## config.mk

```make
export PLATFORM = sky130hd
export DESIGN_NAME = running_min_max_average
export DESIGN_NICKNAME = d
export VERILOG_FILES = /design/src/rmma_pkg.sv /design/src/rmma_div.sv /design/src/running_min_max_average.sv
export SDC_FILE = /design/constraint.sdc
export NUM_CORES = 1
export LEC_CHECK = 0
export BUFFER_PORTS_ARGS = -buffer_cell sky130_fd_sc_hd__buf_2
export CAP_MARGIN = 20
export CORE_MARGIN = 3
export CORE_UTILIZATION = 55
export CTS_BUF_LIST = sky130_fd_sc_hd__clkbuf_16
export CTS_CLUSTER_DIAMETER = 80
export DETAILED_ROUTE_END_ITERATION = 7
export MAX_ROUTING_LAYER = met4
export PLACE_DENSITY = 0.84
export SLEW_MARGIN = 20
export SYNTH_ARGS = -nofsm -noshare
export SYNTH_HDL_FRONTEND = slang
export SYNTH_SLANG_ARGS = --single-unit
export TNS_END_PERCENT = 10
```

## constraint.sdc

```tcl
create_clock -name clk -period 2.7 [get_ports clk]
set_input_delay 0.81 -clock clk [delete_from_list [all_inputs] [get_ports clk]]
set_output_delay 0.81 -clock clk [all_outputs]
set_load 0.02 [all_outputs]
```

## src/rmma_pkg.sv

```systemverilog
// Shared types and constants for the running min/max/average block.
`timescale 1ns / 1ps

package rmma_pkg;

	localparam int SAMPLE_BITS = 10;
	localparam int COUNT_BITS  = 16;
	localparam int TOTAL_BITS  = SAMPLE_BITS + COUNT_BITS;
	localparam int STEP_BITS   = $clog2(SAMPLE_BITS);

	typedef logic [SAMPLE_BITS-1:0] sample_t;
	typedef logic [COUNT_BITS-1:0]  count_t;
	typedef logic [TOTAL_BITS-1:0]  total_t;
	typedef logic [STEP_BITS-1:0]   step_t;
	typedef logic [1:0]             opcode_t;

	localparam sample_t SAMPLE_MAX  = '1;
	localparam count_t  COUNT_LIMIT = '1;

	// Command codes
	localparam opcode_t OP_SAMPLE = 2'd0;
	localparam opcode_t OP_START  = 2'd1;
	localparam opcode_t OP_RESET  = 2'd2;

endpackage

```

## src/rmma_div.sv

```systemverilog
// Restoring divider: one quotient bit per cycle, quotient known to fit a sample code.
`timescale 1ns / 1ps

module rmma_div (
	input  logic            clk,
	input  logic            arst_n,
	input  logic            start,
	input  rmma_pkg::total_t dividend,
	input  rmma_pkg::count_t divisor,
	output logic            busy,
	output rmma_pkg::sample_t quotient
);
	import rmma_pkg::*;

	localparam step_t LAST_STEP = step_t'(SAMPLE_BITS - 1);

	logic    busy_q;
	step_t   step_q;
	count_t  rem_q;
	sample_t low_q;
	sample_t quo_q;
	count_t  divisor_q;

	logic [COUNT_BITS:0] trial;
	logic [COUNT_BITS:0] diff;
	logic                fits;
	count_t              rem_nxt;

	// One compare-subtract step
	always_comb begin
		trial   = {rem_q, low_q[SAMPLE_BITS-1]};
		diff    = trial - {1'b0, divisor_q};
		fits    = (trial >= {1'b0, divisor_q});
		rem_nxt = fits ? diff[COUNT_BITS-1:0] : trial[COUNT_BITS-1:0];
	end

	// Step control
	always_ff @(posedge clk or negedge arst_n) begin
		if (!arst_n) begin
			busy_q <= 1'b0;
			step_q <= '0;
		end else if (start) begin
			busy_q <= 1'b1;
			step_q <= LAST_STEP;
		end else if (busy_q) begin
			if (step_q == '0) begin
				busy_q <= 1'b0;
			end
			step_q <= step_q - step_t'(1);
		end
	end

	// Datapath; the upper dividend bits are already below the divisor
	always_ff @(posedge clk) begin
		if (start) begin
			rem_q     <= dividend[TOTAL_BITS-1:SAMPLE_BITS];
			low_q     <= dividend[SAMPLE_BITS-1:0];
			quo_q     <= '0;
			divisor_q <= divisor;
		end else if (busy_q) begin
			rem_q <= rem_nxt;
			low_q <= {low_q[SAMPLE_BITS-2:0], 1'b0};
			quo_q <= {quo_q[SAMPLE_BITS-2:0], fits};
		end
	end

	assign busy     = busy_q;
	// zero divisor guarded to a zero mean
	assign quotient = (divisor_q != '0) ? quo_q : '0;

endmodule

```

## src/running_min_max_average.sv

```systemverilog
// Top level of the running min/max/average statistics block.
// Takes commands and 10-bit converter samples on a valid/ready input channel.
// A start command arms the block, a reset command clears the statistics and
// stops it; neither gives a result. While running, a sample updates minimum,
// maximum, a saturating count and the sum, then the mean floor(sum / count) is
// formed by an iterative divider retiring one quotient bit per cycle, so a
// sample occupies the block through its accept, 10 divide steps and the load
// of the output register, which waits for room there. The result sits in an
// output register, so the next beat is taken while it waits. Samples while
// stopped and unused opcodes are accepted and dropped. Once the count reaches
// its limit, sum and count freeze and saturated is raised.
`timescale 1ns / 1ps

module running_min_max_average (
	input  logic               clk,
	input  logic               arst_n,
	input  logic               in_valid,
	output logic               in_ready,
	input  rmma_pkg::opcode_t  opcode,
	input  rmma_pkg::sample_t  sample,
	output logic               out_valid,
	input  logic               out_ready,
	output rmma_pkg::sample_t  current,
	output rmma_pkg::sample_t  lowest,
	output rmma_pkg::sample_t  highest,
	output rmma_pkg::sample_t  mean,
	output rmma_pkg::count_t   samples_seen,
	output logic               saturated
);
	import rmma_pkg::*;

	typedef enum logic {
		S_IDLE,
		S_DIV
	} state_t;

	state_t  state_q;
	logic    running_q;
	total_t  total_q;
	count_t  tally_q;
	sample_t min_q;
	sample_t max_q;
	sample_t cur_q;

	logic    out_valid_q;
	sample_t current_q;
	sample_t lowest_q;
	sample_t highest_q;
	sample_t mean_q;
	count_t  seen_q;
	logic    sat_q;

	logic    accept;
	logic    take_sample;
	logic    room;
	logic    load;
	total_t  total_nxt;
	count_t  tally_nxt;
	logic    div_busy;
	sample_t div_quo;

	assign in_ready = (state_q == S_IDLE);
	assign accept   = in_valid && in_ready;
	assign take_sample = accept && (opcode == OP_SAMPLE) && running_q;
	assign room     = !out_valid_q || out_ready;
	assign load     = (state_q == S_DIV) && !div_busy && room;

	// Next sum and count, frozen at the limit
	always_comb begin
		if (tally_q != COUNT_LIMIT) begin
			total_nxt = total_q + total_t'(sample);
			tally_nxt = tally_q + count_t'(1);
		end else begin
			total_nxt = total_q;
			tally_nxt = tally_q;
		end
	end

	rmma_div u_div (
		.clk      (clk),
		.arst_n   (arst_n),
		.start    (take_sample),
		.dividend (total_nxt),
		.divisor  (tally_nxt),
		.busy     (div_busy),
		.quotient (div_quo)
	);

	// Sequencer, statistics and output register
	always_ff @(posedge clk or negedge arst_n) begin
		if (!arst_n) begin
			state_q     <= S_IDLE;
			running_q   <= 1'b0;
			total_q     <= '0;
			tally_q     <= '0;
			min_q       <= SAMPLE_MAX;
			max_q       <= '0;
			cur_q       <= '0;
			out_valid_q <= 1'b0;
			current_q   <= '0;
			lowest_q    <= '0;
			highest_q   <= '0;
			mean_q      <= '0;
			seen_q      <= '0;
			sat_q       <= 1'b0;
		end else begin
			if (load) begin
				out_valid_q <= 1'b1;
			end else if (out_valid_q && out_ready) begin
				out_valid_q <= 1'b0;
			end
			case (state_q)
				S_IDLE: begin
					if (accept) begin
						if (opcode == OP_START) begin
							running_q <= 1'b1;
						end else if (opcode == OP_RESET) begin
							running_q <= 1'b0;
							total_q   <= '0;
							tally_q   <= '0;
							min_q     <= SAMPLE_MAX;
							max_q     <= '0;
						end else if (take_sample) begin
							cur_q   <= sample;
							total_q <= total_nxt;
							tally_q <= tally_nxt;
							if (sample < min_q) begin
								min_q <= sample;
							end
							if (sample > max_q) begin
								max_q <= sample;
							end
							state_q <= S_DIV;
						end
					end
				end
				S_DIV: begin
					if (load) begin
						current_q   <= cur_q;
						lowest_q    <= min_q;
						highest_q   <= max_q;
						mean_q      <= div_quo;
						seen_q      <= tally_q;
						sat_q       <= (tally_q == COUNT_LIMIT);
						state_q     <= S_IDLE;
					end
				end
				default: begin
					state_q <= S_IDLE;
				end
			endcase
		end
	end

	assign out_valid    = out_valid_q;
	assign current      = current_q;
	assign lowest       = lowest_q;
	assign highest      = highest_q;
	assign mean         = mean_q;
	assign samples_seen = seen_q;
	assign saturated    = sat_q;

endmodule

```

After elaboration in Yosys (flattened, before gate mapping)

Cells that the tools add are included.

Add/sub/neg operators: 4
Magnitude comparators: 3
Eq/ne operators: 4
Mux-type cells: 33
Bitwise logic cells: 3
Reduce and logical (&&, ||, !) cells: 24

Operator list:

| kind                    | number |
|---|---|
| $mux W16                | 6 |
| $mux W10                | 9 |
| $mux W26                | 3 |
| $add A26 B10 Y26        | 1 |
| $ge A17 B16 Y1          | 1 |
| $add A16 B1 Y16 const B | 1 |
| $eq A16 B16 Y1 const B  | 1 |
| $ne A16 B16 Y1 const B  | 1 |
| $reduce_bool A16 Y1     | 1 |
| $sub A16 B16 Y16        | 1 |
| $reduce_and A5 Y1       | 3 |
| $mux W1                 | 12 |
| $reduce_bool A2 Y1      | 6 |
| $gt A10 B10 Y1          | 1 |
| $lt A10 B10 Y1          | 1 |
| $mux W4                 | 2 |
| $logic_and A1 B1 Y1     | 6 |
| $logic_not A4 Y1        | 1 |
| $reduce_and A4 Y1       | 1 |
| $sub A4 B1 Y4 const B   | 1 |
| $not A1 Y1              | 3 |
| $reduce_and A3 Y1       | 1 |
| $eq A2 B1 Y1 const B    | 1 |
| $eq A2 B2 Y1 const B    | 1 |
| other kinds (5)         | 6 |

Register bits: 189
Word-level logic and storage cells: 91

Longest topological paths before layout

Depth after elaboration: 9
Gate-level depth with buffers: 12
Gate-level depth less buffers: 10

Modules after synthesis

From an unflattened synthesis, not the netlist that was laid out.

Cell total of the unflattened synthesis: 1008
Area, all modules: 10423.7 sq um

Modules (own cells, without submodules):

| module                  | times used | cells each | area an instance (sq um) |
|---|---|---|---|
| running_min_max_average | 1          | 689        | 7068.0 |
| rmma_div                | 1          | 319        | 3355.7 |

Worst setup path after synthesis

OpenSTA, ideal clock, no wires.

Kind: input -> register
From: input port sample[0]
To: register u_div.rem_q[2] (data pin)
Arrival: 2628 ps
Data required time: 2427 ps
Setup slack: -200 ps
Stages on the path: 9
Cells stage by stage: ha_1 > fa_1 > a211oi_1 > o21ai_0 > a31oi_1 > nor2_1 > nand3_1 > xor2_1 > o211ai_1

Longest elaborated chain between the ends: 3

Ends and longest elaborated chain:

| item                 | RTL line                      | text |
|---|---|---|
| start, declared      | running_min_max_average.sv:20 | `input rmma_pkg::sample_t sample,` |
| $add A26 B10 Y26     | running_min_max_average.sv:71 | `total_nxt = total_q + total_t'(sample);` |
| $mux W26             | running_min_max_average.sv:70 | `if (tally_q != COUNT_LIMIT) begin` |
| $mux W16             | rmma_div.sv:55                | `if (start) begin` |
| end signal, assigned | rmma_div.sv:56                | `rem_q <= dividend[TOTAL_BITS-1:SAMPLE_BITS];` |
| end signal, assigned | rmma_div.sv:61                | `rem_q <= rem_nxt;` |
| end, declared        | rmma_div.sv:19                | `count_t rem_q;` |

No other way between the ends.
A chain may end at the register's enable or synchronous reset.

Worst setup path after layout

From: register u_div.rem_q[2]
To: register u_div.rem_q[2] (data pin)

Longest elaborated chain between the ends: 4

Ends and longest elaborated chain:

| item           | RTL line       | text |
|---|---|---|
| $ge A17 B16 Y1 | rmma_div.sv:33 | `fits = (trial >= {1'b0, divisor_q});` |
| $mux W16       | rmma_div.sv:34 | `rem_nxt = fits ? diff[COUNT_BITS-1:0] : trial[COUNT_BITS-1:0];` |
| $mux W16       | rmma_div.sv:60 | `end else if (busy_q) begin` |
| $mux W16       | rmma_div.sv:55 |  |

No other way between the ends. The select of a mux whose other input is x is not followed.

==> summary.txt <==
CP Capture Type = flop
Mux cell area share after synthesis = 0.0748
Final core area utilization = 0.684
R2R setup slack = -130 ps
Mapped Avg Cell Area = 10.4 um2
Slew of the pin with the lowest slew margin = 785 ps
Max Slew Vio Count = 0
CTS root buf = clkbuf_16
Placer Congestion = 0.973
Core area = 0.0174 mm2
Maximum fanout along the worst path = 14
Max-cap viol count = 0
H-tree depth = 4
Mapped Area = 0.00981 mm2
Post-synth EDFFs = 42
Synth warnings = 0
Min-delay worst type = input port to async pin
Critical Path AT = 3100 ps
CTS Hold Bufs = 0
Global-route wire length before repair = 40,300 um
Ys flop type = dfrtp_1
Clk_skew = 12.4 ps
Total global routing overflow = 0
Drt pass-1 iters = 6
Clock buffer depth = 2
Clock-pin slew on the worst setup and hold paths = 70 ps
#FFs+latches synth = 189
Vias in the first global route = 8,048
Crit path to = u_div.rem_q[2]
FF-to-FF End = u_div.rem_q[2]
Initial Util = 0.565
Clk_lat worst skew = 440 ps
Failing checks = negative setup slack
Largest net degree at the start of global routing = 54
R2r startpoint = u_div.rem_q[2]
Area growth, synth to finish = 21.0%
Layout Nets = 1,172
Vias = 7,933
Synth Instances = 944
Final Hold Vio Count = 0
Synth Area in XOR/XNOR = 0.0437
Initial drt markers = 693
Worst VDD drop = 0.000641 V
FF-to-FF path depth = 10
DR DRC count = 0
Outcome = finished, violations left
Post-synth ARST share = 0.725
Leakage = 0.00560 uW
WS Path Type = flop to flop
GRT Util Overall = 0.262
Initial antenna violation count = 0
Sequential-to-total area share from yosys stat = 0.499
Synth Area in Simple Gates = 0.125
Port bufs = 74
Hold WS = 273 ps
Fmax = 0.354 GHz
Via/cell ratio = 5.91
Die ar. = 0.0195 mm2
Diode count = 0
Yosys cell types = 59
Final min period = 2830 ps
Cts bufs inserted = 17
Routed WL = 24,400 um
CP startpoint = u_div.rem_q[2]
Clock sink count = 189
Synthesized-area fraction occupied by adder cells = 0.0678
I/O pins = 75
ANT nets after route = 0
Tcrit/Tclk final = 1.05
Share of layout cells above drive strength 1 = 0.263
FP Rows = 48
CP startpoint kind = flop
RSZ-0062 raised after global routing = yes
Largest family of logic cells by synthesized area = compound AO/OA/AOI/OAI gates
Final WS setup = -125 ps
Crit path required time = 2980 ps
Slew Limit Headroom = 0.475
Pwr/cell area = 1020 mW/mm2
Die H = 140 um
Routed len/inst = 18.2 um
Post-Syn Nets = 1,012
Final setup viols = 7
CTS tree = yes
Die W = 140 um
Final HPWL DP = 17,100 um
Compound-Gate Fraction of Synth Area = 0.151
through the flow:
| step | std cells | setup TNS (ps) | setup slack (ps) | power [uW] | cell area, um2 |
|---|---|---|---|---|---|
| 5_1_grt | 1342 | -1350 | -197 | 12800 | 11900 |
| 4_1_cts | 1342 | -227 | -91.7 | 12100 | 11900 |
| 3_3_place_gp | 1305 | -3280 | -213 | 9190 | 11200 |
| 6_report | 1342 | -424 | -125 | 12100 | 11900 |
| 3_5_place_dp | 1305 | -5010 | -236 | 9400 | 11200 |
| 2_1_floorplan | 944 | -260 | -60.3 | 7640 | 9840 |
state kept, by name, indices dropped and copies added (netlist names), 4 cells and up:
name / cells
current: 10
u_div.rem_q: 16
samples_seen: 16
u_div.low_q: 10
max_q: 10
u_div.step_q: 4
u_div.divisor_q: 16
lowest: 10
total_q: 26
highest: 10
u_div.quo_q: 10
cur_q: 10
mean: 10
tally_q: 16
min_q: 10
kinds of logic after synthesis:
group,count (synthesis)
mux,68
buf+inv,94
xor+xnor,49
simple gates,264
flops,189
fa+ha+maj,52
compound gates,228
layout make-up:
type                            count  area, um2
Tap cell                          225        282
Sequential cell                   189       4900
Multi-Input combinational cell    661       4640
Clock buffer                       17        425
Fill cell                        1222       5480
Clock inverter                     15        151
Inverter                           50        188
Timing Repair Buffer              185       1280
cell usage in the layout, fill, tap and decap left out, drive strengths merged, types with 36 or more instances in the layout:
cell type	instances
buf	185
dfrtp	127
nand2	101
o21ai	63
inv	58
nor2	57
a21oi	53
ha	50
mux2	43
edfxtp	42
a22o	36
cells in the mapped netlist, drive strengths merged (14+ instances only):
library cell	n	area, um2
a21o	14	105
a21oi	53	265
a22o	36	315
clkbuf	31	118
dfrtp	127	3180
edfxtp	42	1260
ha	50	626
inv	50	188
mux2	43	484
mux2i	25	250
nand2	101	379
nand3	24	120
nor2	57	214
nor3	20	100
o21ai	63	315
xnor2	27	236
xor2	22	193
per-layer routing:
metal	wire length, um	global-route usage
met1	10300	0.326
met2	12000	0.436
met3	1400	0.0498
met4	669	0.0816
met5	0	-
critical path: stages, from the launching register on:
cell      delay, ps
edfxtp_1        450
ha_4            310
buf_4           140
nand2_1          50
or4_1           550
o21ai_2         150
or2_2           150
a41oi_2          60
buf_12          200
or4_1           500
o211ai_1        110
power by group:
part,internal (uW),leakage (uW),switching [uW]
registers,3990,0.00228,548
clock network,1240,0.000278,1220
logic,2340,0.00305,2770
how the worst min path moves through the flow:
stage | depth (start not counted) | slack (ps) | to
floorplan | 1 | 450 | mean[9]
global placement | 2 | 460 | lowest[9]
detailed placement | 2 | 470 | highest[1]
CTS | 1 | 280 | current[5]
global route | 1 | 290 | total_q[22]
finish | 1 | 270 | total_q[22]
timing repair:
item,CTS,global route
setup endpoints to repair,16,16
buffers inserted,5,0
pin swaps,4,2
gates resized for setup,7,5
Note: power is estimated with default switching activity, not from simulation.
